--- src/design/slope_height_scaler_top_assert.svh ---
// ----------------------------------------------------------------------------
// Slope height scaler assertion macros
// Concurrent check macros used by the scaler RTL, clocked on clk, reset rst_n.
// ----------------------------------------------------------------------------
`ifndef SLOPE_HEIGHT_SCALER_TOP_ASSERT_SVH
`define SLOPE_HEIGHT_SCALER_TOP_ASSERT_SVH
`ifndef ASSERT_OFF
`define SHS_ASSERT_SAME(name, ante, cons, msg) \
    name: assert property (@(posedge clk) disable iff (!rst_n) (ante) |-> (cons)) \
        else $error(msg);
`define SHS_ASSERT_NEXT(name, ante, cons, msg) \
    name: assert property (@(posedge clk) disable iff (!rst_n) (ante) |=> (cons)) \
        else $error(msg);
`else
`define SHS_ASSERT_SAME(name, ante, cons, msg)
`define SHS_ASSERT_NEXT(name, ante, cons, msg)
`endif
`endif

--- src/design/shs_div_cell.sv ---
// ----------------------------------------------------------------------------
// Slope height scaler divider cell
// One restoring division step producing one quotient bit.
// ----------------------------------------------------------------------------
module shs_div_cell #(
    parameter int DW   = 49,
    parameter int QW   = 33,
    parameter bit NBIT = 1'b0
) (
    input  logic          clk,
    input  logic          rst_n,
    input  logic          en,
    input  logic          valid_in,
    input  logic [DW-1:0] rem_in,
    input  logic [DW-1:0] d_in,
    input  logic [QW-1:0] q_in,
    input  logic          neg_in,
    input  logic          zero_in,
    output logic          valid_out,
    output logic [DW-1:0] rem_out,
    output logic [DW-1:0] d_out,
    output logic [QW-1:0] q_out,
    output logic          neg_out,
    output logic          zero_out
);
    logic [DW:0]   trial;
    logic [DW:0]   diff;
    logic          ge;
    logic          valid_reg;
    logic [DW-1:0] rem_reg;
    logic [DW-1:0] d_reg;
    logic [QW-1:0] q_reg;
    logic          neg_reg;
    logic          zero_reg;

    assign trial = {rem_in, NBIT};
    assign diff  = trial - {1'b0, d_in};
    assign ge    = trial >= {1'b0, d_in};

    always_ff @(posedge clk or negedge rst_n)
    begin
        if (!rst_n)
        begin
            valid_reg <= 1'b0;
        end
        else if (en)
        begin
            valid_reg <= valid_in;
        end
    end

    always_ff @(posedge clk)
    begin
        if (en)
        begin
            rem_reg  <= ge ? diff[DW-1:0] : trial[DW-1:0];
            d_reg    <= d_in;
            q_reg    <= {q_in[QW-2:0], ge};
            neg_reg  <= neg_in;
            zero_reg <= zero_in;
        end
    end

    assign valid_out = valid_reg;
    assign rem_out   = rem_reg;
    assign d_out     = d_reg;
    assign q_out     = q_reg;
    assign neg_out   = neg_reg;
    assign zero_out  = zero_reg;
endmodule

--- config.mk ---
export PLATFORM = sky130hd
export DESIGN_NAME = shs_div_cell
export DESIGN_NICKNAME = d
export VERILOG_FILES = /design/src/design/slope_height_scaler_top_assert.svh /design/src/design/shs_div_cell.sv
export SDC_FILE = /design/constraint.sdc
export NUM_CORES = 1
export LEC_CHECK = 0
export BUFFER_PORTS_ARGS = -buffer_cell sky130_fd_sc_hd__clkbuf_2
export CORE_ASPECT_RATIO = 2
export CORE_MARGIN = 5
export CORE_UTILIZATION = 35
export CTS_CLUSTER_DIAMETER = 30
export DETAILED_ROUTE_END_ITERATION = 10
export MAX_ROUTING_LAYER = met4
export PLACE_DENSITY_LB_ADDON = 0.1
export RECOVER_POWER = 25
export SLEW_MARGIN = 20
export SYNTH_ARGS = -nofsm -noshare
export SYNTH_HDL_FRONTEND = slang
export SYNTH_SLANG_ARGS = --single-unit
--- constraint.sdc ---
create_clock -name clk -period 1.95 [get_ports clk]
set_input_delay 0.0975 -clock clk [delete_from_list [all_inputs] [get_ports clk]]
set_output_delay 0.0975 -clock clk [all_outputs]
set_load 0.03 [all_outputs]
; ---- Word-level counts from Yosys, hierarchy flattened
; Cells that the tools add are included.
[totals]
reg_bits = 134
latch_bits = 0
mem_bits_rw = 0
mem_bits_ro = 0
inputBits = 137
output_inout_bits = 134
wordCells = 10
memories = 0
[op_classes]
n_addsub = 1
mul = 0
div = 0
magnitude_cmp = 1
eq_ne = 0
shifts = 0
muxes = 1
bitwise = 0
reduce_logical = 0
[op_table]
columns = op, n
row1 = 50-bit by 49-bit >= comparator with 1-bit output, 1
row2 = 49-bit 2-to-1 mux, 1
row3 = 49-bit subtractor, 1

; ---- Depth between registers and ports, before layout
[depth]
depth_word = 2
ltp_mapped = 13
depth_no_buf = 12

; ---- Worst setup path before layout
; No wires, ideal clock.
[synth_path]
path_type = in2reg
start = input port d_in[28]
end = register rem_reg[47], in the netlist rem_out[47], data pin
setup_ns = 0.259
t_arrival_ns = 1.975
required_ns = 1.691
slack_ns = -0.284
path_stages = 12
n_path_buf = 1
path_cell_list = inv_1 ha_1 buf_6 a21o_1 a21o_1 a21oi_2 a21oi_1 or3_4 a21oi_2 nand2_1 nor4b_2 a211o_1
[synth_via]
elab_chain_len = 2
elab_cells_between_ends = 3
cone_classes = add/sub: 1 / order compare: 1 / mux: 1
[synth_lines]
columns = item, line_no
row1 = "start, declared", shs_div_cell.sv:15  ; input logic [DW-1:0] d_in,
row2 = 49-bit subtractor / 50-bit by 49-bit >= comparator with 1-bit output (equally long branches), "shs_div_cell.sv:37, shs_div_cell.sv:38"
row3 = 49-bit 2-to-1 mux *, shs_div_cell.sv:56  ; rem_reg <= ge ? diff[DW-1:0] : trial[DW-1:0];
row4 = "end signal, assigned", shs_div_cell.sv:56
row5 = "end, declared", shs_div_cell.sv:30  ; logic [DW-1:0] rem_reg;
; Mark *: on every way between the ends. The rest lies on a longest branch, timed or not.
; A chain may end at the register's enable or synchronous reset.

; ---- Worst setup path in the final report
[layout_path]
start = input port d_in[19]
end = register rem_reg[45], in the netlist rem_out[45], data pin
; The elaborated chain is that of the path after synthesis.

==> impl_metrics.tcl <==
set metrics [dict create \
    outcome "finished, violations left" \
    violations "capacitance limit, slew limit, setup timing" \
    cp_max_fo 7 \
    yosysMostFrequentCell "edfxtp_1" \
    synth_area_um2 7804 \
    antenna_found_initial 0 \
    power_mw 11.07 \
    grt-ovfl-total 0 \
    clock-sinks 134 \
    worstPathRequired_ps 2130 \
    synthTopCellsByArea "edfxtp_1 51%, ha_1 7.9%, a21oi_1 5.3%, nor2_1 3.2%, inv_1 3.0%" \
    synth-main-ff-cell "edfxtp_1" \
    ff_latch_area_um2 4019 \
    finalWeightedCongestion 0.9323 \
    multi_input_area_um2 4553 \
    vdd_drop_max_mv 0.8407 \
    critical_path_depth 14 \
    p_leak_nw 6.317 \
    synthArstFlopShare_pct 0.7463 \
    drv_cap 1 \
    grt_pass1_wl_um 42920 \
    hp-class "in2reg" \
    reg2reg_depth 1 \
    finalCriticalPeriod_ps 2018 \
    setup_viol 26 \
    vias 7886 \
    hpwl_um 21420 \
    core_um2 22060 \
    post-route-period-util_pct 103.5 \
    drive_above_1_share_pct 57.51 \
    clockRootBuffer "clkbuf_16" \
    hold_path_depth 3 \
    hold_slack_ps 8.755 \
    crit_chain "clkbuf_2 > inv_1 > ha_4 > buf_4 > buf_6 > nand4_1 > nor4_4 > nand4b_1 > o211ai_1 > o21ai_2 > o21ai_4 > buf_12 > mux2i_1 > o311ai_1" \
    postSynthAreaPerCell_um2 10.76 \
    yosysSeqAreaShare_pct 51.50 \
    grt_pass1_vias 8390 \
    place_ws_ps -721.6 \
    cts_tree "done" \
    hold_viol 0 \
    final_core_util_pct 65.32 \
    rsz0062_at_grt "true" \
    num-fill-cells 1837 \
    critPathArrivalTime_ps 2200 \
    start_util_pct 35.37 \
    portBuffers 269 \
    die_w_um 115.6 \
    cp-end-kind "flop" \
    worstMarginPinSlew_ps 2026 \
    ant_nets 0 \
    layout_setup_ws_ps -67.94 \
    timing.critical_path.buf_inv 5 \
    cpMaxStageDelayCell "nor4_4" \
    nets 1513 \
    postSynthCellCount 725 \
    via_per_inst 4.883 \
    relSlewSlack_pct -35.08 \
    antenna_cells 0 \
    routed_wl_um 29580 \
    skew_ps 0 \
    h-tree-depth 4 \
    clk_pin_slew_ps 60 \
    drt-initial-drc-count 341 \
    worstSetupPathType "in2reg" \
    dr.pass1.iters 4 \
    syn_to_final_growth_pct 84.66 \
    io_pins 271 \
    fp.dieH_um 221.2 \
    yosysTopAreaCell "edfxtp_1" \
    syn_nets 912 \
    synthDistinctLibCells 70 \
    grt_use_total_pct 22.57 \
    path_delay_family "simple AND/OR/NAND/NOR gates" \
    power.density_nw_per_um2 768.1 \
    cts_inserted_buffers 17 \
    ys_top_cells_by_count "133 x edfxtp_1, 83 x a21oi_1, 67 x nor2_1, 63 x inv_1" \
    fp-row-count 77 \
    critPathLaunchType "input pin" \
    die_area_um2 25560 \
    yosysWarningCount 0 \
    ys_seq_elements 134 \
    synth_top_cell_area_share_pct 51.18 \
    clockBufferDepth 2 \
    drc 0 \
    fmax_mhz 495.6 \
    wl_per_cell_um 18.31 \
    cp_slowest_stage_delay_ps 300 \
    clkLatencyLatePin_ps 430 \
    slew_violations 81 \
    grt_max_degree 81 \
    synth-edff-count 133 \
]
==> path summary, 6_finish.rpt <==
path	startpoint	end	slack, ps
setup / recovery	d_in[19]	rem_out[45]	-70
hold / removal	rem_in[36]	rem_out[37]	9
setup reg to reg	valid_out	valid_out	1190
hold reg to reg	valid_out	valid_out	530
max in group asynchronous	rst_n	valid_out	1340
min in group asynchronous	rst_n	valid_out	510
==> cell type report <==
class                      count  share of cell area, %
clock buffer                  21                  3.265
clock inverter                11                 0.8596
inverter                      64                  1.928
multi-input combinational    496                  31.60
sequential                   134                  27.89
tap                          276                  2.396
timing repair buffer         613                  32.07
==> cells by family after synthesis <==
logic type	after synthesis	synth area share [%]
DFF	134	51.50
muxes	2	0.2726
adders and majority gates	50	8.113
buffers and inverters	95	5.563
xor gates and xnor gates	43	4.826
and+or+nand+nor	192	12.20
AOI/OAI and AO/OA	209	17.52
==> flip-flops by register name (all words and copies together), names as in the netlist <==
name / count
valid_out: 1
rem_out: 49
d_out: 49
zero_out: 1
neg_out: 1
q_out: 33
==> tightest hold or removal path, stage by stage <==
cell and delay [ps]:
buf_6 80, nor2_1 40, a21oi_1 100
==> routing by layer <==
metal  routed length [um]  up-vias  track usage, %
met4                  986        0           8.415
met3                 1435       57           3.362
met2                17640      241           44.89
met5                    0        -               -
li1                     -     3854               -
met1                 9514     3734           20.53
==> per-stage QoR <==
step / instances / setup TNS (ps) / area, um^2
2_1_floorplan: 725 / -3806 / 8401
3_3_place_gp: 1454 / -30020 / 11460
3_5_place_dp: 1454 / -30670 / 11460
4_1_cts: 1594 / -60.38 / 13760
5_1_grt: 1615 / -3366 / 14410
6_report: 1615 / -761.5 / 14410
==> placed cells by master (no fill, tap or decap), types with 17 or more instances in the layout <==
master	netlist	routed
ha_4	0	37
nor2_2	0	19
nand4_1	24	24
dlygate4sd3_1	0	94
buf_6	6	33
nor2_1	67	36
o21ai_1	16	18
clkbuf_16	0	24
xnor2_1	26	21
xor2_1	17	17
a21oi_1	83	41
inv_1	63	40
buf_4	2	210
a21o_1	18	18
edfxtp_1	133	133
nand2_1	49	37
clkbuf_2	0	250
a21oi_2	11	42
inv_2	1	19
==> power breakdown <==
group          internal (mW)  leakage (nW)  switching (mW)
combinational           1.85          4.72            2.27
clock                   1.99         0.286            1.31
sequential              3.57          1.31          0.0887
==> repair_timing <==
| action | 4_1_cts | 5_1_grt |
|---|---|---|
| setup endpoints to repair | 50 | 48 |
| gates resized for setup | 109 | 114 |
| hold buffers | 91 | 3 |
| pin swaps | 55 | 27 |
| gates cloned | 3 | 6 |
| endpoints found under the hold margin | 90 | 3 |
| buffers inserted | 15 | 14 |
(Power assumes the default switching activity.)
