File: config.mk
export PLATFORM = sky130hd
export DESIGN_NAME = shs_front
export DESIGN_NICKNAME = d
export VERILOG_FILES = /design/src/design/slope_height_scaler_top_assert.svh /design/src/design/shs_pkg.sv /design/src/design/shs_front.sv
export SDC_FILE = /design/constraint.sdc
export NUM_CORES = 2
export LEC_CHECK = 0
export ABC_AREA = 1
export BUFFER_PORTS_ARGS = -buffer_cell sky130_fd_sc_hd__buf_2
export CAP_MARGIN = 20
export CORE_UTILIZATION = 58
export DETAILED_ROUTE_END_ITERATION = 12
export HOLD_SLACK_MARGIN = 0.15
export PLACE_DENSITY = 0.81
export SETUP_SLACK_MARGIN = 0.02
export SLEW_MARGIN = 0
export SYNTH_ARGS = -nofsm -noshare
export SYNTH_HDL_FRONTEND = slang
export SYNTH_SLANG_ARGS = --single-unit
File: constraint.sdc
create_clock -name clk -period 20.1 [get_ports clk]
set_input_delay 1.005 -clock clk [delete_from_list [all_inputs] [get_ports clk]]
set_output_delay 1.005 -clock clk [all_outputs]
set_load 0.005 [all_outputs]
File: src/design/slope_height_scaler_top_assert.svh
// ----------------------------------------------------------------------------
// Slope height scaler assertion macros
// Concurrent check macros used by the scaler RTL, clocked on clk, reset rst_n.
// ----------------------------------------------------------------------------
`ifndef SLOPE_HEIGHT_SCALER_TOP_ASSERT_SVH
`define SLOPE_HEIGHT_SCALER_TOP_ASSERT_SVH
`ifndef ASSERT_OFF
`define SHS_ASSERT_SAME(name, ante, cons, msg) \
    name: assert property (@(posedge clk) disable iff (!rst_n) (ante) |-> (cons)) \
        else $error(msg);
`define SHS_ASSERT_NEXT(name, ante, cons, msg) \
    name: assert property (@(posedge clk) disable iff (!rst_n) (ante) |=> (cons)) \
        else $error(msg);
`else
`define SHS_ASSERT_SAME(name, ante, cons, msg)
`define SHS_ASSERT_NEXT(name, ante, cons, msg)
`endif
`endif

File: src/design/shs_pkg.sv
// ----------------------------------------------------------------------------
// Slope height scaler package
// Fixed widths shared by the scaler modules.
// ----------------------------------------------------------------------------
package shs_pkg;
    localparam int IN_W   = 32;
    localparam int PROD_W = 64;
    localparam int OUT_W  = 34;
endpackage

File: src/design/shs_front.sv
// ----------------------------------------------------------------------------
// Slope height scaler front end
// Converts the coordinate to scale format and forms its 64-bit square.
// ----------------------------------------------------------------------------
module shs_front #(
    parameter int SCALE_BITS      = 16,
    parameter int COORD_FRAC_BITS = 16,
    parameter int WL              = 48
) (
    input  logic                            clk,
    input  logic                            rst_n,
    input  logic                            en,
    input  logic                            valid_in,
    input  logic signed [shs_pkg::IN_W-1:0] dy_in,
    output logic                            valid_out,
    output logic signed [WL-1:0]            lo_out,
    output logic [shs_pkg::PROD_W-1:0]      sq_out,
    output logic [shs_pkg::PROD_W-1:0]      v_out
);
    localparam int H  = (WL + 1) / 2;
    localparam int PW = shs_pkg::PROD_W;

    logic signed [WL-1:0] scaled;
    logic signed [WL-1:0] lo_a_reg;
    logic                 va_reg;
    logic [WL-1:0]        mag;
    logic [WL-H-1:0]      mh;
    logic [H-1:0]         ml;
    logic signed [WL-1:0] lo_b_reg;
    logic [2*(WL-H)-1:0]  phh_reg;
    logic [WL-1:0]        phl_reg;
    logic [2*H-1:0]       pll_reg;
    logic                 vb_reg;
    logic [PW-1:0]        sq_sum;
    logic signed [WL-1:0] lo_c_reg;
    logic [PW-1:0]        sq_reg;
    logic [PW-1:0]        v_reg;
    logic                 vc_reg;

    assign scaled = $signed({dy_in, {SCALE_BITS{1'b0}}}) >>> COORD_FRAC_BITS;
    assign mag    = lo_a_reg[WL-1] ? WL'(0) - WL'(lo_a_reg) : WL'(lo_a_reg);
    assign mh     = mag[WL-1:H];
    assign ml     = mag[H-1:0];

    // The square of the magnitude is split into three narrow partial products.
    assign sq_sum = (PW'(phh_reg) << (2 * H)) + (PW'(phl_reg) << (H + 1)) + PW'(pll_reg);

    always_ff @(posedge clk or negedge rst_n)
    begin
        if (!rst_n)
        begin
            va_reg <= 1'b0;
            vb_reg <= 1'b0;
            vc_reg <= 1'b0;
        end
        else if (en)
        begin
            va_reg <= valid_in;
            vb_reg <= va_reg;
            vc_reg <= vb_reg;
        end
    end

    always_ff @(posedge clk)
    begin
        if (en)
        begin
            lo_a_reg <= scaled;
            lo_b_reg <= lo_a_reg;
            phh_reg  <= mh * mh;
            phl_reg  <= WL'(mh) * WL'(ml);
            pll_reg  <= ml * ml;
            lo_c_reg <= lo_b_reg;
            sq_reg   <= sq_sum;
            v_reg    <= sq_sum + (PW'(1) << (2 * SCALE_BITS));
        end
    end

    assign valid_out = vc_reg;
    assign lo_out    = lo_c_reg;
    assign sq_out    = sq_reg;
    assign v_out     = v_reg;
endmodule

[Word-level counts from Yosys, hierarchy flattened]
Index checks and enable logic that the tools add are counted.
W data, S select, Z words.
Storage, ports and cells
  bits in latches: 0
  memories: 0
  bits in registers: 330
  word-level logic and storage cells: 19
  output and inout port bits: 177
  ROM bits: 0
  RAM bits: 0
Operators by class
  divide/modulo/power cells: 0
  $lt $le $gt $ge: 0
  reductions and logical operators: 0
  shift-type cells: 0
  multipliers: 3
  bitwise gates (word level): 0
  add/subtract/negate cells: 4
  mux-type cells: 1
  eq/ne operators: 0
Operator list (number)
  $add A64 B33 Y64 const B: 1
  $add A64 B48 Y64: 1
  $add A64 B64 Y64: 1
  $mul A24 B24 Y48: 1
  $mux W48: 1
  $mul A24 B24 Y39: 1
  $sub A1 B32 Y33 const A: 1
  $mul A24 B24 Y16: 1

[Depth between registers and ports, before layout]
  depth in word-level cells: 3
  mapped depth: 41
  mapped depth without buffers: 40

[Worst setup path after synthesis]
Ideal clock, no wire load.
  kind: register to register
  from: reg lo_a_reg[0]
  to: reg pll_reg[41] (data pin)
  cell stages (with the launch flop): 38
  clock period less this slack: 8040 ps
  data arrival time: 7781 ps
  buffers on the path: 2
  setup time: 259 ps
  path slack: 12060 ps
  required time: 19841 ps
  cells stage by stage: edfxtp_1 clkinv_2 clkbuf_1 ha_1 nand2_1 nor3_2 nand4_1 inv_1 nand3_1 o21ai_1 nand2_1 nand2_2 clkbuf_1 nand2_1 fa_1 inv_1 fa_1 fa_1 (+2 left out) inv_1 fa_1 inv_1 fa_1 inv_1 fa_1 ha_1 nand2_1 nor2_1 inv_1 nor3_1 nand2_1 nand3_1 a21oi_1 o21ai_0 nand2_1 nand2_1 xor2_1
Between the ends
  cells in the longest elaborated chain, start to end: 3
RTL lines
  from (decl): line shs_front.sv:24  | logic signed [WL-1:0] lo_a_reg;
  from (signal assigned): line shs_front.sv:68  | lo_a_reg <= scaled;
  $sub A1 B32 Y33: line shs_front.sv:41  | assign mag = lo_a_reg[WL-1] ? WL'(0) - WL'(lo_a_reg) : WL'(lo_a_reg);
  $mux W48 *: line shs_front.sv:41
  $mul A24 B24 Y48 *: line shs_front.sv:72  | pll_reg <= ml * ml;
  to (signal assigned): line shs_front.sv:72
  to (decl): line shs_front.sv:32  | logic [2*H-1:0] pll_reg;
Mark *: on every way between the ends. The rest lies on a longest branch, timed or not.
A chain may end at the register's enable or synchronous reset.

[Worst setup path after layout]
  from: reg lo_a_reg[0]
  to: reg pll_reg[36] (data pin)
The elaborated chain is that of the path after synthesis.

==> impl_metrics.yaml <==
setup_path:
  worstSetupPathType: "reg -> reg"
  r2r-end: "pll_reg[36]"
  max_stage_delay_ps: 570
  end_kind: "flip-flop"
  start_kind: "flip-flop"
  rrSetupSlack_ps: 10580
  arrival_ps: 9840
  worst_ep_required_time_ps: 20420
  r2r_cells: 37
  cpMostUsedCell: "nand2_1"
  rr_startpoint: "lo_a_reg[0]"
  cp_max_fo: 28
  slowest_stage: "clkinv_2"
global_route:
  grt_max_degree: 132
  grt-ovfl-total: 0
  antenna_found_initial: 0
  grt_pass1_vias: 34478
  grt_pass1_wl_mm: 184
  track_usage_pct: 30.7
placement:
  post-dp-hpwl_mm: 95.9
  port_buffers: 210
  gp_congestion: 0.978
  dp_cells: 6235
sta:
  slew_headroom_pct: 31.7
  skew_ps: 38.3
  hold_violations: 0
  fmax_ghz: 0.105
  finalSetupViolCount: 0
  hold_slack_ps: 202
  rsz0062_at_grt: "false"
  fin_setup_tns_ps: 0
  min_period_ps: 9520
  tightest_slew_ps: 1030
  post-route-period-util_pct: 47.4
  finalMaxSlewViolations: 0
die:
  initial_core_util_pct: 58.8
  die_w_um: 280
  ios: 213
  fp.dieH_um: 280
  core_um2: 76200
  die_area_um2: 78400
  rows: 101
yosys:
  synth_top_area_share_pct: 35.7
  ys_ff_latch: 293
  yosysSeqAreaShare_pct: 19.6
  synth_area_leader_cell: "fa_1"
  ys_warn_count: 0
  synth_area_leaders: "fa_1 (36%), edfxtp_1 (19%), inv_1 (11%)"
  synth_commonest_cells: "inv_1 (1352), nand2_1 (860), fa_1 (800), nor2_1 (419), ha_1 (378)"
  syn_area_per_cell_um2: 9.03
  yosysMostFrequentCell: "inv_1"
  synth_edf_count: 290
  synthCells: 4964
  async_reset_ff_share_pct: 1.02
  synth_ff_type: "edfxtp_1"
  yosysUniqueCellTypes: 56
  syn_area_um2: 44800
cts:
  cts-resized-gates: 0
  cts_tree: "yes"
  cts.clk_slew.worst_paths_ps: 70
  cts_buffers: 28
  cts_sinks: 293
  holdBufCountCts: 0
  cts_max_level: 1
  cts_setup_buffers: 0
  clkLatencyLatePin_ps: 600
  cts_max_path_buffers: 3
  clockRootBuffer: "clkbuf_16"
final_layout:
  largest_reg_flops: 62
  syn_to_final_growth_pct: 7.47
  fin_cells: 6286
  drive_gt1_share_pct: 7.31
  insertedDiodeCount: 0
  finalNetCount: 6449
  fill_cells: 6109
route:
  drc_errors: 0
  drt-total-wl_mm: 118
  ant_nets: 0
  wl_per_cell_um: 18.7
  first_pass_iters: 6
  viasPerCell: 5.33
  drtIter0Drc: 2945
  vias: 33519
flow_run:
  drv_cap: 0
min_path:
  hp-class: "in -> async"
outcome:
  status: "finished clean"
-- routing by layer --
layer / track usage (%) / vias to the layer above / routed length (um) / part of all wire, %
li1: - / 15159 / - / -
met1: 40.5 / 16454 / 46300 / 39
met2: 50.2 / 1615 / 55100 / 47
met3: 6.23 / 291 / 11700 / 9.9
met4: 11.1 / 0 / 4690 / 4.0
met5: 0 / - / 0 / 0
-- final cells by class --
type,count,area [um2],share of cell area [%]
sequential,293,8780,18.2
clock inverter,21,265,0.550
multi-input combinational,3295,30700,63.6
timing repair buffer,242,1300,2.70
tap,1030,1290,2.67
clock buffer,30,729,1.51
inverter,1375,5160,10.7
-- kinds of logic (layout without fill, tap and decap cells) --
group,Yosys count,in the layout,share of synthesized area [%]
compound gates,275,275,3.42
other cells,2,131,0.0167
simple gates,1559,1559,14.5
flops,293,293,19.6
xor+xnor,151,151,3.07
mux,1,1,0.0251
buf+inv,1505,1668,13.1
fa+ha+maj,1178,1178,46.3
-- worst max-delay path by stage --
| stage | from | end | depth (start not counted) |
|---|---|---|---|
| global placement | lo_a_reg[0] | pll_reg[41] | 37 |
| detailed placement | lo_a_reg[0] | pll_reg[41] | 36 |
| finish | lo_a_reg[0] | pll_reg[36] | 37 |
| CTS | lo_a_reg[0] | pll_reg[41] | 34 |
| floorplan | lo_a_reg[0] | pll_reg[41] | 37 |
| global route | lo_a_reg[0] | pll_reg[41] | 36 |
-- cell usage in the layout (no fill, tap or decap), types with 13 or more instances in the layout --
master and instances:
a21oi_1 132, inv_1 1351, nor2_1 419, buf_2 209, xnor2_1 49, edfxtp_1 290, conb_1 131, nand4_1 33
nand3_1 117, a21o_1 14, ha_1 378, clkbuf_16 29, a31oi_1 13, o21ai_0 71, buf_4 32, inv_2 16
nand3b_1 15, nor3_1 32, nand2_2 19, nor2_2 18, xor2_1 98, fa_1 800, nand2_1 859
-- worst max-delay path: cells and delay by family, from the launching register on --
family | cells | cell delay [ps]
flip-flops | 1 | 500
AO/OA/AOI/OAI | 3 | 660
buffers and inverters | 8 | 1670
AND/OR/NAND/NOR | 17 | 2080
adder cells (fa/ha/maj) | 9 | 4350
-- metrics by stage --
| step | instance area (um2) | worst slack [ps] | utilization (%) |
|---|---|---|---|
| 2_1_floorplan | 45300 | 12060 | - |
| 3_3_place_gp | 47200 | 10870 | 61.9 |
| 3_5_place_dp | 47200 | 10680 | 61.9 |
| 4_1_cts | 48200 | 10720 | 63.2 |
| 5_1_grt | 48200 | 10110 | 63.2 |
| 6_report | 48200 | 10580 | 63.2 |
Power is left out: the tool's default activity adds up to more than one toggle a clock period on the data nets, which glitch-free logic cannot reach.
