File: src/design/slope_height_scaler_top_assert.svh
// ----------------------------------------------------------------------------
// Slope height scaler assertion macros
// Concurrent check macros used by the scaler RTL, clocked on clk, reset rst_n.
// ----------------------------------------------------------------------------
`ifndef SLOPE_HEIGHT_SCALER_TOP_ASSERT_SVH
`define SLOPE_HEIGHT_SCALER_TOP_ASSERT_SVH
`ifndef ASSERT_OFF
`define SHS_ASSERT_SAME(name, ante, cons, msg) \
    name: assert property (@(posedge clk) disable iff (!rst_n) (ante) |-> (cons)) \
        else $error(msg);
`define SHS_ASSERT_NEXT(name, ante, cons, msg) \
    name: assert property (@(posedge clk) disable iff (!rst_n) (ante) |=> (cons)) \
        else $error(msg);
`else
`define SHS_ASSERT_SAME(name, ante, cons, msg)
`define SHS_ASSERT_NEXT(name, ante, cons, msg)
`endif
`endif

File: src/design/shs_pkg.sv
// ----------------------------------------------------------------------------
// Slope height scaler package
// Fixed widths shared by the scaler modules.
// ----------------------------------------------------------------------------
package shs_pkg;
    localparam int IN_W   = 32;
    localparam int PROD_W = 64;
    localparam int OUT_W  = 34;
endpackage

File: src/design/shs_bisect_cell.sv
// ----------------------------------------------------------------------------
// Slope height scaler bisection cell
// One bisection step; the square of the midpoint is updated by shifts and adds.
// ----------------------------------------------------------------------------
module shs_bisect_cell #(
    parameter int WL       = 48,
    parameter int LOG_HALF = 0
) (
    input  logic                       clk,
    input  logic                       rst_n,
    input  logic                       en,
    input  logic                       valid_in,
    input  logic signed [WL-1:0]       lo_in,
    input  logic [shs_pkg::PROD_W-1:0] sq_in,
    input  logic [shs_pkg::PROD_W-1:0] v_in,
    output logic                       valid_out,
    output logic signed [WL-1:0]       lo_out,
    output logic [shs_pkg::PROD_W-1:0] sq_out,
    output logic [shs_pkg::PROD_W-1:0] v_out
);
    localparam int PW = shs_pkg::PROD_W;

    logic signed [WL-1:0] mid;
    logic [PW-1:0]        lo_ext;
    logic [PW-1:0]        mid_sq;
    logic                 take;
    logic                 valid_reg;
    logic signed [WL-1:0] lo_reg;
    logic [PW-1:0]        sq_reg;
    logic [PW-1:0]        v_reg;

    assign mid    = lo_in + (WL'(1) << LOG_HALF);
    assign lo_ext = PW'(lo_in);
    // (lo + d)^2 = lo^2 + 2*lo*d + d^2, with d a power of two, modulo 2^64.
    assign mid_sq = sq_in + (lo_ext << (LOG_HALF + 1)) + (PW'(1) << (2 * LOG_HALF));
    assign take   = $signed(mid_sq) < $signed(v_in);

    always_ff @(posedge clk or negedge rst_n)
    begin
        if (!rst_n)
        begin
            valid_reg <= 1'b0;
        end
        else if (en)
        begin
            valid_reg <= valid_in;
        end
    end

    always_ff @(posedge clk)
    begin
        if (en)
        begin
            lo_reg <= take ? mid : lo_in;
            sq_reg <= take ? mid_sq : sq_in;
            v_reg  <= v_in;
        end
    end

    assign valid_out = valid_reg;
    assign lo_out    = lo_reg;
    assign sq_out    = sq_reg;
    assign v_out     = v_reg;
endmodule

File: config.mk
export PLATFORM = sky130hd
export DESIGN_NAME = shs_bisect_cell
export DESIGN_NICKNAME = d
export VERILOG_FILES = /design/src/design/slope_height_scaler_top_assert.svh /design/src/design/shs_pkg.sv /design/src/design/shs_bisect_cell.sv
export SDC_FILE = /design/constraint.sdc
export NUM_CORES = 1
export LEC_CHECK = 0
export BUFFER_PORTS_ARGS = -buffer_cell sky130_fd_sc_hd__buf_4
export CORE_AREA = 2 2 169 171
export DETAILED_ROUTE_END_ITERATION = 10
export DIE_AREA = 0 0 171 173
export PLACE_DENSITY = 0.82
export SLEW_MARGIN = 15
export SYNTH_ARGS = -nofsm -noshare
export SYNTH_HDL_FRONTEND = slang
export SYNTH_SLANG_ARGS = --single-unit
export TNS_END_PERCENT = 5
File: constraint.sdc
create_clock -name clk -period 0.8 [get_ports clk]
set_input_delay 0.16 -clock clk [delete_from_list [all_inputs] [get_ports clk]]
set_output_delay 0.16 -clock clk [all_outputs]
set_load 0.02 [all_outputs]
# [Word-level counts from Yosys, hierarchy flattened]
# Index checks and enable logic that the tools add are counted.
# Widths: inputs -> output; s select.
[totals] reg_bits=177 latchBits=0 ram_bits=0 mem_bits_ro=0 out_inout_bits=177 word_cells=10 mem_count=0
[classes] addsub=3 n_mul=0 div=0 order_cmp=1 eq_ne=0 n_shift=0 mux=2 bitwise=0 n_reduce_logical=0
[ops] op="$add 64x1->64 const B" n=1
[ops] op="$add 64x64->64" n=1
[ops] op="$lt 64x64->1" n=1
[ops] op="$mux 64" n=1
[ops] op="$add 48x2->48 const B" n=1
[ops] op="$mux 48" n=1

# [Logic depth before layout (Yosys ltp)]
# Gate-level depths: netlist of the first run.
[logic_depth] ltp_word=4 depth_mapped=25

# [Worst setup path before layout of the first run]
# OpenSTA, ideal clock, no wires.
[synth_path] path_kind="input to register" startpoint="input port lo_in[5]" endpoint="register lo_reg[15] (netlist: lo_out[15]), data pin" arrival_time_ns=4.468 path_slack_ns=-3.925 path_stages=21 n_path_buf=0 path_cell_list="ha_1 > a2111o_1 > o22a_2 > a41oi_4 > o211ai_4 > o21ai_4 > o21a_2 > a211oi_1 > or2_1 > xnor2_1 > ha_1 > inv_1 > nor3_1 > nand3_1 > nor4b_2 > a211oi_2 > mux2_4 > and2b_1 > and3_1 > and3_1 > xor2_1"
[synth_between] elab_chain_cells=4 word_cells_on_any_way=5 classes_between="add/sub: 3; order compare: 1; mux: 1"
[synth_rtl] item="start: declaration" line="shs_bisect_cell.sv:13" rtl="input logic signed [WL-1:0] lo_in,"
[synth_rtl] item="$add 64x64->64" line="shs_bisect_cell.sv:35" rtl="assign mid_sq = sq_in + (lo_ext << (LOG_HALF + 1)) + (PW'(1) << (2 * LOG_HALF));"
[synth_rtl] item="$add 64x1->64" line="shs_bisect_cell.sv:35"
[synth_rtl] item="$lt 64x64->1" line="shs_bisect_cell.sv:36" rtl="assign take = $signed(mid_sq) < $signed(v_in);"
[synth_rtl] item="$mux 48 (*)" line="shs_bisect_cell.sv:54" rtl="lo_reg <= take ? mid : lo_in;"
[synth_rtl] item="end signal: assignment" line="shs_bisect_cell.sv:54"
[synth_rtl] item="end: declaration" line="shs_bisect_cell.sv:28" rtl="logic signed [WL-1:0] lo_reg;"
# Every way passes the cells marked *; elsewhere a longest branch is shown, timed or not.
# A chain may end at the register's enable or synchronous reset.

# [Final worst setup path of the first run]
[layout_path] startpoint="input port sq_in[4] (netlist name)" endpoint="register lo_reg[27] (netlist: lo_out[27]), data pin"
[layout_between] elab_chain_cells=4
[layout_rtl] item="start: declaration" line="shs_bisect_cell.sv:14" rtl="input logic [shs_pkg::PROD_W-1:0] sq_in,"
[layout_rtl] item="$add 64x64->64" line="shs_bisect_cell.sv:35"
[layout_rtl] item="$add 64x1->64" line="shs_bisect_cell.sv:35"
[layout_rtl] item="$lt 64x64->1" line="shs_bisect_cell.sv:36"
[layout_rtl] item="$mux 48" line="shs_bisect_cell.sv:54"
# No other way between the ends.

==> implementation parameters, run 1 <==
Parameter                              Value

Status
  Outcome    finished, violations left
  Failing checks    setup timing

CTS
  Maximum root-to-sink buffer count    2
  TritonCTS clock tree    yes
  TritonCTS buffer count    17
  Clk pin slew, worst setup/hold paths    70 ps
  Clock latency on the worst-skew pair    450 ps
  CTS Hold Buffers Added    64
  CTS Sinks    177
  # H-tree levels    4
  Root buffer selected by CTS    sky130_fd_sc_hd__clkbuf_16

Finish
  Area taken by multi-input logic gates    7380 um2
  Fill cell total of the finished layout    1,682
  Final non-filler cell total    2,328
  Total Nets Final    2,243
  Commonest cells after routing, fill and taps aside    sky130_fd_sc_hd__buf_4, sky130_fd_sc_hd__buf_6, sky130_fd_sc_hd__edfxtp_1
  Fraction of final layout cells with drive strength greater than 1    0.498
  Area growth, synth to finish    72.3%
  Area occupied by registers    5310 um2
  Cell area after layout    21,200 um2
  Most frequent standard cell in the layout excluding fill and tap cells    sky130_fd_sc_hd__buf_4

Floorplanning
  Number of I/O pins    357
  Total Die Area    29,600 um2
  Core Region    27,600 um2
  Row cnt    61
  Initial core utilization    0.446
  Die width    171 um
  DIE HEIGHT    173 um

Routing
  Total via count in the routed design    13,079
  Number of nets still failing antenna checks after routing    0
  DRC viols    0
  DRC violation total after the first TritonRoute iteration    1,127
  Overall routed net length    50.9 mm
  DR pass1 iterations    5
  Post-detailed-route via-to-cell ratio    5.62
  Drt wl/cell    21.9 um

Power and ir drop
  Pleak    9.59 nW
  Largest voltage drop on the vdd net    1.18 mV
  Total power per unit cell area    1920 nW/um2
  Final Power    0.0408 W

Global routing
  Via count of the first global-routing pass    13,882
  Number of antenna violations at the first check in global routing    1
  First-pass GRT wire length    74.7 mm
  Maximum number of pins on one net before global-route repair    22
  Global router's overall resource usage    0.327
  Overflow left after global routing    0

Timing
  Tightest Pin Transition    620 ps
  Peak clock frequency supported by timing    204 MHz
  Final Hold Vio Count    0
  Post-route setup slack    -4090 ps
  Minimum clock period    4890 ps
  RSZ-0062 raised after global routing    true
  Crit share post-route    6.12
  Sum of negative setup slack    -507,750 ps
  Final-report setup violation count    289
  Slew Limit Headroom    0.582
  Skew final    0 ps
  Worst hold margin    0.610 ps
  Final max-slew violation count    0

Place
  Placed instance area    18,100 um2
  Placer's final routability congestion estimate    0.933
  Detailed-placement wirelength estimate    35.0 mm
  IO Port Bufs    356
  Number of cells after detailed placement    2,178

Critical path
  Crit path capture    lo_out[27]
  Required @ worst endpoint    1000 ps
  Signal arrival time at the worst endpoint    5090 ps
  Crit Reg-Reg Startpoint    valid_out
  Setup crit end kind    flop
  Biggest fanout along the worst timing path    5
  Worst reg2reg path depth    1
  Worst Path Class, Setup    in2reg
  Capturing point of the worst reg2reg path    valid_out
  Setup slack on the worst flop-to-flop path    40 ps
  Critical Path Start    sq_in[4]
  Startpoint class of the critical path    input port

Yosys
  Post-synthesis instance area    12,300 um2
  Synth async-reset ratio    0.00565
  Sequential area share after synthesis    0.431
  Synth Net Count    1,450
  Number of instances in the synthesized netlist    1,143
  Synth Area per Inst    10.8 um2
  Distinct cell type count of the synthesized netlist    78
  Post-synthesis register bit count    177
  EDFF count, synth    176
  Dominant register cell in the synthesized netlist    sky130_fd_sc_hd__edfxtp_1
  Number of synthesis warnings    0

Min path
  Class of the worst hold path    in2reg

Job
  Max-cap violations    0
[synthesized netlist by cell type (4+ instances only)]
cell type	number	area [um2]
sky130_fd_sc_hd__nor4_1	8	50.1
sky130_fd_sc_hd__a41oi_1	4	35.0
sky130_fd_sc_hd__nand4_1	46	288
sky130_fd_sc_hd__mux2_2	63	709
sky130_fd_sc_hd__edfxtp_1	176	5290
sky130_fd_sc_hd__inv_1	84	315
sky130_fd_sc_hd__a31oi_1	7	43.8
sky130_fd_sc_hd__buf_2	14	70.1
sky130_fd_sc_hd__nand3_1	34	170
sky130_fd_sc_hd__o21ai_0	41	205
sky130_fd_sc_hd__nor2b_1	4	25.0
sky130_fd_sc_hd__clkbuf_1	15	56.3
sky130_fd_sc_hd__o211ai_1	6	45.0
sky130_fd_sc_hd__nand2b_1	7	43.8
sky130_fd_sc_hd__a21o_1	46	345
sky130_fd_sc_hd__xor2_1	42	368
sky130_fd_sc_hd__o21bai_1	12	90.1
sky130_fd_sc_hd__nor3_2	4	40.0
sky130_fd_sc_hd__nand2_1	74	278
sky130_fd_sc_hd__or3_1	4	25.0
sky130_fd_sc_hd__ha_1	126	1580
sky130_fd_sc_hd__o21a_1	7	52.6
sky130_fd_sc_hd__and2_1	9	56.3
sky130_fd_sc_hd__a211oi_1	13	97.6
sky130_fd_sc_hd__nor2_1	53	199
sky130_fd_sc_hd__and3_1	11	68.8
sky130_fd_sc_hd__xnor2_1	66	578
sky130_fd_sc_hd__a21oi_1	87	435
sky130_fd_sc_hd__nor3_1	12	60.1
sky130_fd_sc_hd__and4_1	6	52.6
[worst min path at each step]
stage                     slack [ps]   from  depth (start not counted)        end
after global routing              -3     en                          2  valid_out
after floorplan                 -140  rst_n                          0  valid_out
after detailed placement         -60  rst_n                          1  valid_out
final                            0.6     en                          2  valid_out
after CTS                        0.9     en                          2  valid_out
after global placement           -60  rst_n                          1  valid_out
[metrics by stage]
| stage | util | worst slack (ps) |
|---|---|---|
| detailed placement | 0.656 | -4860 |
| floorplan | - | -3530 |
| finish | 0.768 | -4090 |
| CTS | 0.748 | -3940 |
| global route | 0.768 | -4390 |
| global placement | 0.656 | -4740 |
[cells by family (layout without fill, tap and decap cells)]
| logic type | Yosys count | in the layout | share of synthesized area |
|---|---|---|---|
| simple gates | 288 | 288 | 0.121 |
| compound gates | 263 | 263 | 0.144 |
| flops | 177 | 177 | 0.431 |
| fa+ha+maj | 127 | 127 | 0.130 |
| buf+inv | 116 | 921 | 0.0380 |
| xor+xnor | 108 | 108 | 0.0768 |
| mux | 64 | 65 | 0.0588 |
| other cells | 0 | 1 | 0 |
[repair_timing]
action / 4_1_cts / 5_1_grt
gates cloned: 4 / 1
resized for setup: 245 / 75
setup buffers: 29 / 20
pin swaps: 58 / 63
hold endpoints to repair: 64 / 1
setup endpoints to repair: 289 / 289
[where the power goes]
group / switching [W] / leakage, nW / internal [W]
registers: 0.000692 / 1.73 / 0.0119
clock network: 0.00413 / 0.261 / 0.00431
logic: 0.00943 / 7.60 / 0.0104
total: 0.0143 / 9.59 / 0.0266
[routing by layer]
metal / wire length, um / vias to the layer above / GRT usage
met3: 4020 / 207 / 0.0801
met4: 2990 / 0 / 0.171
met1: 18000 / 6247 / 0.350
met5: 0 / - / 0
met2: 25800 / 760 / 0.589
li1: - / 5865 / -
[critical path, stage by stage]
cell and delay (ps):
sky130_fd_sc_hd__buf_8 100, sky130_fd_sc_hd__ha_4 240, sky130_fd_sc_hd__o21a_1 210, sky130_fd_sc_hd__o21a_1 200
sky130_fd_sc_hd__o22a_2 260, sky130_fd_sc_hd__a41o_1 310, sky130_fd_sc_hd__a21oi_4 200, sky130_fd_sc_hd__o211ai_1 120
sky130_fd_sc_hd__buf_4 180, sky130_fd_sc_hd__buf_4 140, sky130_fd_sc_hd__a21oi_2 140, sky130_fd_sc_hd__xnor2_1 120
sky130_fd_sc_hd__ha_1 320, sky130_fd_sc_hd__nand4_1 170, sky130_fd_sc_hd__nor4_1 410, sky130_fd_sc_hd__buf_4 180
sky130_fd_sc_hd__nand3_2 110, sky130_fd_sc_hd__buf_4 170, sky130_fd_sc_hd__a21oi_2 130, sky130_fd_sc_hd__a211oi_2 70
sky130_fd_sc_hd__mux2_4 380, sky130_fd_sc_hd__buf_12 170, sky130_fd_sc_hd__buf_12 130, sky130_fd_sc_hd__and2b_2 240
sky130_fd_sc_hd__nand4_1 130, sky130_fd_sc_hd__xnor2_1 90
[sequential cells by signal (all words and copies together), names as in the netlist]
name / flops
valid_out: 1
sq_out: 64
lo_out: 48
v_out: 64
[layout make-up]
cell class,instances,share of cell area
Clock inverter,12,0.00525
Sequential cell,177,0.250
Antenna cell,1,0.000118
Multi-Input combinational cell,851,0.348
Timing Repair Buffer,805,0.339
Inverter,84,0.0149
Clock buffer,20,0.0206
Tap cell,378,0.0223
No activity file was read; power rests on OpenSTA's default activity.
==> run 2: changes to the inputs <==
--- a/config.mk
+++ b/config.mk
@@ -9,6 +9,7 @@
 export CORE_AREA = 2 2 169 171
 export DETAILED_ROUTE_END_ITERATION = 10
 export DIE_AREA = 0 0 171 173
+export HOLD_SLACK_MARGIN = 0.02
 export PLACE_DENSITY = 0.82
 export SLEW_MARGIN = 15
 export SYNTH_ARGS = -nofsm -noshare
==> run 2 against run 1 <==
The run still ends with setup timing left. Sequential share of layout area rose by 0.25 points. Setup slack got worse by 50 ps. Core utilization fell by 0.76 points. Sequential power barely moved. Clock-buffer cell count did not move. Power fell by 1.2%. Routed wire length fell by 0.99%. Critical endpoint is now lo_out[29].
==> implementation parameters, run 2 (same netlist as run 1, synthesis figures left out) <==
Parameter                              Value

Status
  Outcome    finished, violations left (unchanged)
  Failing checks    setup timing (unchanged)

Critical path
  Startpoint class of the critical path    input port (unchanged)
  Crit Reg-Reg Startpoint    valid_out (unchanged)
  Setup crit end kind    flop (unchanged)
  Worst reg2reg path depth    1 (unchanged)
  Biggest fanout along the worst timing path    5 (unchanged)
  Worst Path Class, Setup    in2reg (unchanged)
  Signal arrival time at the worst endpoint    5130 ps (was 5090 ps)
  Setup slack on the worst flop-to-flop path    40 ps (about the same)
  Capturing point of the worst reg2reg path    valid_out (unchanged)
  Required @ worst endpoint    990 ps (was 1000 ps)

Routing
  Total via count in the routed design    13,005 (was 13,079)
  DRC violation total after the first TritonRoute iteration    1,069 (was 1,127)
  DRC viols    0 (unchanged)
  DR pass1 iterations    5 (unchanged)
  Drt wl/cell    21.7 um (was 21.9 um)
  Post-detailed-route via-to-cell ratio    5.60 (was 5.62)
  Number of nets still failing antenna checks after routing    0 (unchanged)
  Overall routed net length    50.4 mm (was 50.9 mm)

Timing
  Final Hold Vio Count    0 (unchanged)
  Tightest Pin Transition    623 ps (was 620 ps)
  Skew final    0 ps (unchanged)
  Post-route setup slack    -4140 ps (was -4090 ps)
  Minimum clock period    4940 ps (was 4890 ps)
  Final-report setup violation count    289 (unchanged)
  Slew Limit Headroom    0.581 (was 0.582)
  Peak clock frequency supported by timing    202 MHz (was 204 MHz)
  RSZ-0062 raised after global routing    true (unchanged)
  Final max-slew violation count    0 (unchanged)
  Crit share post-route    6.18 (was 6.12)

Power and ir drop
  Final Power    0.0403 W (was 0.0408 W)
  Largest voltage drop on the vdd net    1.18 mV (about the same)
  Total power per unit cell area    1920 nW/um2 (about the same)
  Pleak    9.53 nW (was 9.59 nW)

CTS
  Clk pin slew, worst setup/hold paths    70 ps (about the same)
  # H-tree levels    4 (unchanged)
  CTS Hold Buffers Added    67 (was 64)
  Clock latency on the worst-skew pair    450 ps (about the same)
  Root buffer selected by CTS    sky130_fd_sc_hd__clkbuf_16 (unchanged)
  CTS Sinks    177 (unchanged)
  Maximum root-to-sink buffer count    2 (unchanged)
  TritonCTS clock tree    yes (unchanged)
  TritonCTS buffer count    17 (unchanged)

Floorplanning
  Row cnt    61 (unchanged)
  Core Region    27,600 um2 (unchanged)
  DIE HEIGHT    173 um (unchanged)
  Total Die Area    29,600 um2 (unchanged)
  Die width    171 um (unchanged)
  Initial core utilization    0.446 (unchanged)
  Number of I/O pins    357 (unchanged)

Finish
  Final core utilization    0.760 (was 0.768)
  Commonest cells after routing, fill and taps aside    sky130_fd_sc_hd__buf_4, sky130_fd_sc_hd__buf_6, sky130_fd_sc_hd__edfxtp_1 (unchanged)
  Cell area after layout    21,000 um2 (was 21,200 um2)
  Area occupied by registers    5310 um2 (unchanged)
  Total Nets Final    2,238 (was 2,243)
  Area taken by multi-input logic gates    7260 um2 (was 7380 um2)
  Fill cell total of the finished layout    1,735 (was 1,682)
  Most frequent standard cell in the layout excluding fill and tap cells    sky130_fd_sc_hd__buf_4 (unchanged)
  Fraction of final layout cells with drive strength greater than 1    0.486 (was 0.498)
  Area growth, synth to finish    70.6% (was 72.3%)

Global routing
  Via count of the first global-routing pass    13,947 (was 13,882)
  Overflow left after global routing    0 (unchanged)
  Maximum number of pins on one net before global-route repair    22 (unchanged)
  Number of antenna violations at the first check in global routing    1 (unchanged)
  Global router's overall resource usage    0.329 (was 0.327)
  First-pass GRT wire length    75.0 mm (was 74.7 mm)

Min path
  WHS Path Cells    2 (unchanged)
  Endpoint of the worst hold path    valid_out (unchanged)
  Class of the worst hold path    in2reg (unchanged)
  Worst Hold Launch    en (unchanged)

Place
  IO Port Bufs    356 (unchanged)
  Setup WS pre-CTS    -4860 ps (unchanged)
  Detailed-placement wirelength estimate    35.0 mm (unchanged)
  Placer's final routability congestion estimate    0.933 (unchanged)
  Placed instance area    18,100 um2 (unchanged)

Job
  Max-cap violations    0 (unchanged)
[run 2: power by group]
part | internal, W | switching [W]
logic | 0.0100 | 0.00927
clock network | 0.00431 | 0.00410
registers | 0.0119 | 0.000690
total | 0.0263 | 0.0141
[run 2: worst max-delay path, cell delays in order]
cell	delay, ps
sky130_fd_sc_hd__buf_8	100
sky130_fd_sc_hd__ha_4	240
sky130_fd_sc_hd__o21a_1	210
sky130_fd_sc_hd__o21a_1	200
sky130_fd_sc_hd__o22a_2	270
sky130_fd_sc_hd__a41o_1	320
sky130_fd_sc_hd__a21oi_4	210
sky130_fd_sc_hd__o211ai_1	120
sky130_fd_sc_hd__buf_4	180
sky130_fd_sc_hd__buf_4	140
sky130_fd_sc_hd__buf_4	130
sky130_fd_sc_hd__xor2_1	160
sky130_fd_sc_hd__ha_1	340
sky130_fd_sc_hd__nand4_1	210
sky130_fd_sc_hd__nor4_1	350
sky130_fd_sc_hd__buf_4	170
sky130_fd_sc_hd__nand3_2	90
sky130_fd_sc_hd__buf_4	160
sky130_fd_sc_hd__a21oi_1	160
sky130_fd_sc_hd__a211oi_2	70
sky130_fd_sc_hd__mux2_4	380
sky130_fd_sc_hd__buf_12	160
sky130_fd_sc_hd__buf_12	130
sky130_fd_sc_hd__and2b_2	240
sky130_fd_sc_hd__nand4_1	110
sky130_fd_sc_hd__xnor2_1	80
[run 2: layout make-up]
type | instances | share of cell area
Antenna cell | 1 | 0.000119
Tap cell | 378 | 0.0225
Timing Repair Buffer | 800 | 0.338
Sequential cell | 177 | 0.253
Clock inverter | 12 | 0.00530
Inverter | 84 | 0.0150
Clock buffer | 20 | 0.0208
Multi-Input combinational cell | 851 | 0.345
[run 2: worst max path at each step]
stage | to | startpoint | depth (start not counted)
3_3_place_gp | lo_out[5] | lo_in[0] | 22
2_1_floorplan | lo_out[15] | lo_in[5] | 21
5_1_grt | lo_out[14] | sq_in[4] | 26
4_1_cts | lo_out[15] | sq_in[6] | 24
6_report | lo_out[29] | sq_in[4] | 26
3_5_place_dp | lo_out[5] | lo_in[0] | 22
[run 2: layer usage]
layer / global-route usage / wire length (um)
met5: 0 / 0
met4: 0.173 / 2790
met3: 0.0826 / 4090
met2: 0.592 / 25700
met1: 0.351 / 17800
[run 2: through the flow]
step / cells / TNS (ps) / hold WS, ps
CTS: 2309 / -486070 / 0.877
global route: 2323 / -533970 / -3.24
detailed placement: 2178 / -541890 / -59.8
floorplan: 1143 / -385840 / -136
global placement: 2178 / -527520 / -57.6
finish: 2323 / -515650 / 0.636
[run 2: timing repair]
action / CTS / global route
pin swaps: 58 / 48
endpoints found under the setup margin: 289 / 289
hold endpoints to repair: 68 / 2
cloned: 4 / 0
resized for setup: 245 / 42
setup buffers: 29 / 13
==> run 3: changes to the inputs <==
--- a/config.mk
+++ b/config.mk
@@ -7,10 +7,12 @@
 export LEC_CHECK = 0
 export BUFFER_PORTS_ARGS = -buffer_cell sky130_fd_sc_hd__buf_4
 export CORE_AREA = 2 2 169 171
+export CTS_BUF_LIST = sky130_fd_sc_hd__clkbuf_8
 export DETAILED_ROUTE_END_ITERATION = 10
 export DIE_AREA = 0 0 171 173
 export HOLD_SLACK_MARGIN = 0.02
-export PLACE_DENSITY = 0.82
+export PLACE_DENSITY = 0.79
+export SKIP_CTS_REPAIR_TIMING = 1
 export SLEW_MARGIN = 15
 export SYNTH_ARGS = -nofsm -noshare
 export SYNTH_HDL_FRONTEND = slang
==> constraint.sdc (replaced) <==
create_clock -name clk -period 5.6 [get_ports clk]
set_input_delay 1.12 -clock clk [delete_from_list [all_inputs] [get_ports clk]]
set_output_delay 1.12 -clock clk [all_outputs]
set_load 0.02 [all_outputs]
==> run 3 against run 2 <==
The flow still finishes with violations (setup timing). Critical path depth unchanged. Via count is 8.5% lower. Clock power decreased by 88%. First-iteration DRC count decreased by 26%. Register-to-register slack better by 4800 ps. Final cell count shrank 6.8%. Flip-flop and latch count did not move. Sequential power fell by 86%. Sequential share of layout area up 3.1 points. Clock skew is the same. Power decreased by 87%. Largest power group unchanged.
==> implementation parameters, run 3 (same netlist as run 1, synthesis figures left out) <==
Parameter                              Value

Status
  Outcome    finished, violations left (unchanged)
  Failing checks    setup timing (unchanged)

CTS
  Maximum root-to-sink buffer count    2 (unchanged)
  # H-tree levels    4 (unchanged)
  CTS Sinks    177 (unchanged)
  Clk pin slew, worst setup/hold paths    90 ps (was 70 ps)
  TritonCTS buffer count    17 (unchanged)
  TritonCTS clock tree    yes (unchanged)
  Root buffer selected by CTS    sky130_fd_sc_hd__clkbuf_8 (was sky130_fd_sc_hd__clkbuf_16)
  Clock latency on the worst-skew pair    470 ps (was 450 ps)

Global routing
  Number of antenna violations at the first check in global routing    0 (was 1)
  Maximum number of pins on one net before global-route repair    96 (was 22)
  Via count of the first global-routing pass    11,884 (was 13,947)
  Overflow left after global routing    0 (unchanged)
  Global router's overall resource usage    0.266 (was 0.329)
  First-pass GRT wire length    61.4 mm (was 75.0 mm)

Routing
  Post-detailed-route via-to-cell ratio    5.49 (was 5.60)
  DR pass1 iterations    5 (unchanged)
  DRC viols    0 (unchanged)
  Number of nets still failing antenna checks after routing    0 (unchanged)
  Total via count in the routed design    11,895 (was 13,005)
  Overall routed net length    42.7 mm (was 50.4 mm)
  DRC violation total after the first TritonRoute iteration    788 (was 1,069)
  Drt wl/cell    19.7 um (was 21.7 um)

Floorplanning
  Total Die Area    29,600 um2 (unchanged)
  Core Region    27,600 um2 (unchanged)
  Die width    171 um (unchanged)
  Row cnt    61 (unchanged)
  Initial core utilization    0.446 (unchanged)
  Number of I/O pins    357 (unchanged)
  DIE HEIGHT    173 um (unchanged)

Min path
  Class of the worst hold path    in2async (was in2reg)

Place
  Detailed-placement wirelength estimate    32.8 mm (was 35.0 mm)
  Setup WS pre-CTS    -1170 ps (was -4860 ps)
  Placer's final routability congestion estimate    0.936 (was 0.933)
  Placed instance area    17,400 um2 (was 18,100 um2)
  IO Port Bufs    356 (unchanged)

Timing
  Peak clock frequency supported by timing    176 MHz
  Tightest Pin Transition    795 ps (was 623 ps)
  Minimum clock period    5670 ps
  Final-report setup violation count    18 (was 289)
  RSZ-0062 raised after global routing    true (unchanged)
  Skew final    0 ps (unchanged)
  Final max-slew violation count    0 (unchanged)
  Worst hold margin    407 ps (was 0.636 ps)
  Post-route setup slack    -71.3 ps (was -4140 ps)
  Final Hold Vio Count    0 (unchanged)
  Slew Limit Headroom    0.470 (was 0.581)
  Crit share post-route    1.01

Critical path
  Required @ worst endpoint    5830 ps (was 990 ps)
  Signal arrival time at the worst endpoint    5900 ps (was 5130 ps)
  Crit path max-delay cell type    sky130_fd_sc_hd__mux2_4 (unchanged)
  Worst Path Class, Setup    in2reg (unchanged)
  Setup slack on the worst flop-to-flop path    4840 ps (was 40 ps)
  Startpoint class of the critical path    input port (unchanged)
  Slowest stage delay, CP    350 ps (was 380 ps)
  Gate family responsible for the most delay along the worst path    compound AO/OA/AOI/OAI gates (unchanged)
  Biggest fanout along the worst timing path    7 (was 5)
  Setup crit end kind    flop (unchanged)
  Most used cell along the critical path    sky130_fd_sc_hd__buf_4 (unchanged)
  Buf/Inv on CP    4 (was 8)

Finish
  Area growth, synth to finish    52.2% (was 70.6%)
  Total Nets Final    2,083 (was 2,238)
  Commonest cells after routing, fill and taps aside    sky130_fd_sc_hd__buf_4, sky130_fd_sc_hd__edfxtp_1, sky130_fd_sc_hd__ha_1 (was sky130_fd_sc_hd__buf_4, sky130_fd_sc_hd__buf_6, sky130_fd_sc_hd__edfxtp_1)
  Most frequent standard cell in the layout excluding fill and tap cells    sky130_fd_sc_hd__buf_4 (unchanged)
  Fill cell total of the finished layout    2,037 (was 1,735)
  Cell area after layout    18,700 um2 (was 21,000 um2)
  Number of antenna diodes    0 (was 1)
  Fraction of final layout cells with drive strength greater than 1    0.483 (was 0.486)

Power and ir drop
  Pleak    8.49 nW (was 9.53 nW)
  Largest voltage drop on the vdd net    0.164 mV (was 1.18 mV)
  Total power per unit cell area    275 nW/um2 (was 1920 nW/um2)

Job
  Max-cap violations    0 (unchanged)
run 3: metal layers:
metal / global-route usage / vias up / routed length, um
li1: - / 5540 / -
met1: 0.305 / 5767 / 16600
met2: 0.477 / 491 / 21800
met3: 0.0602 / 97 / 2780
met4: 0.106 / 0 / 1570
met5: 0 / - / 0
run 3: layout make-up:
class	count	area, um2	area share
tap	378	473	0.0252
sequential	177	5310	0.283
clock buffer	17	234	0.0125
inverter	84	315	0.0168
timing repair buffer	645	4950	0.264
clock inverter	14	213	0.0113
multi-input combinational	851	7260	0.387
run 3: worst paths after layout:
kind	cells after the start	startpoint	endpoint
setup / recovery	26	lo_in[24]	lo_out[15]
setup reg to reg	1	valid_out	valid_out
hold / removal	1	rst_n	valid_out
min in group clk	1	valid_out	valid_out
max in group asynchronous	1	rst_n	valid_out
hold reg to reg	1	valid_out	valid_out
run 3: power by group:
group	switching, W	internal [W]
sequential	0.0000582	0.00169
combinational	0.00122	0.00114
clock	0.000511	0.000529
run 3: through the flow:
step | util | power, W | setup TNS (ps) | std cells
detailed placement | 0.628 | 0.00392 | -116500 | 2113
global route | 0.679 | 0.00538 | -10790 | 2166
floorplan | - | 0.00293 | 0 | 1143
global placement | 0.628 | 0.00386 | -93800 | 2113
CTS | 0.645 | 0.00495 | -61040 | 2144
finish | 0.679 | 0.00515 | -317 | 2166
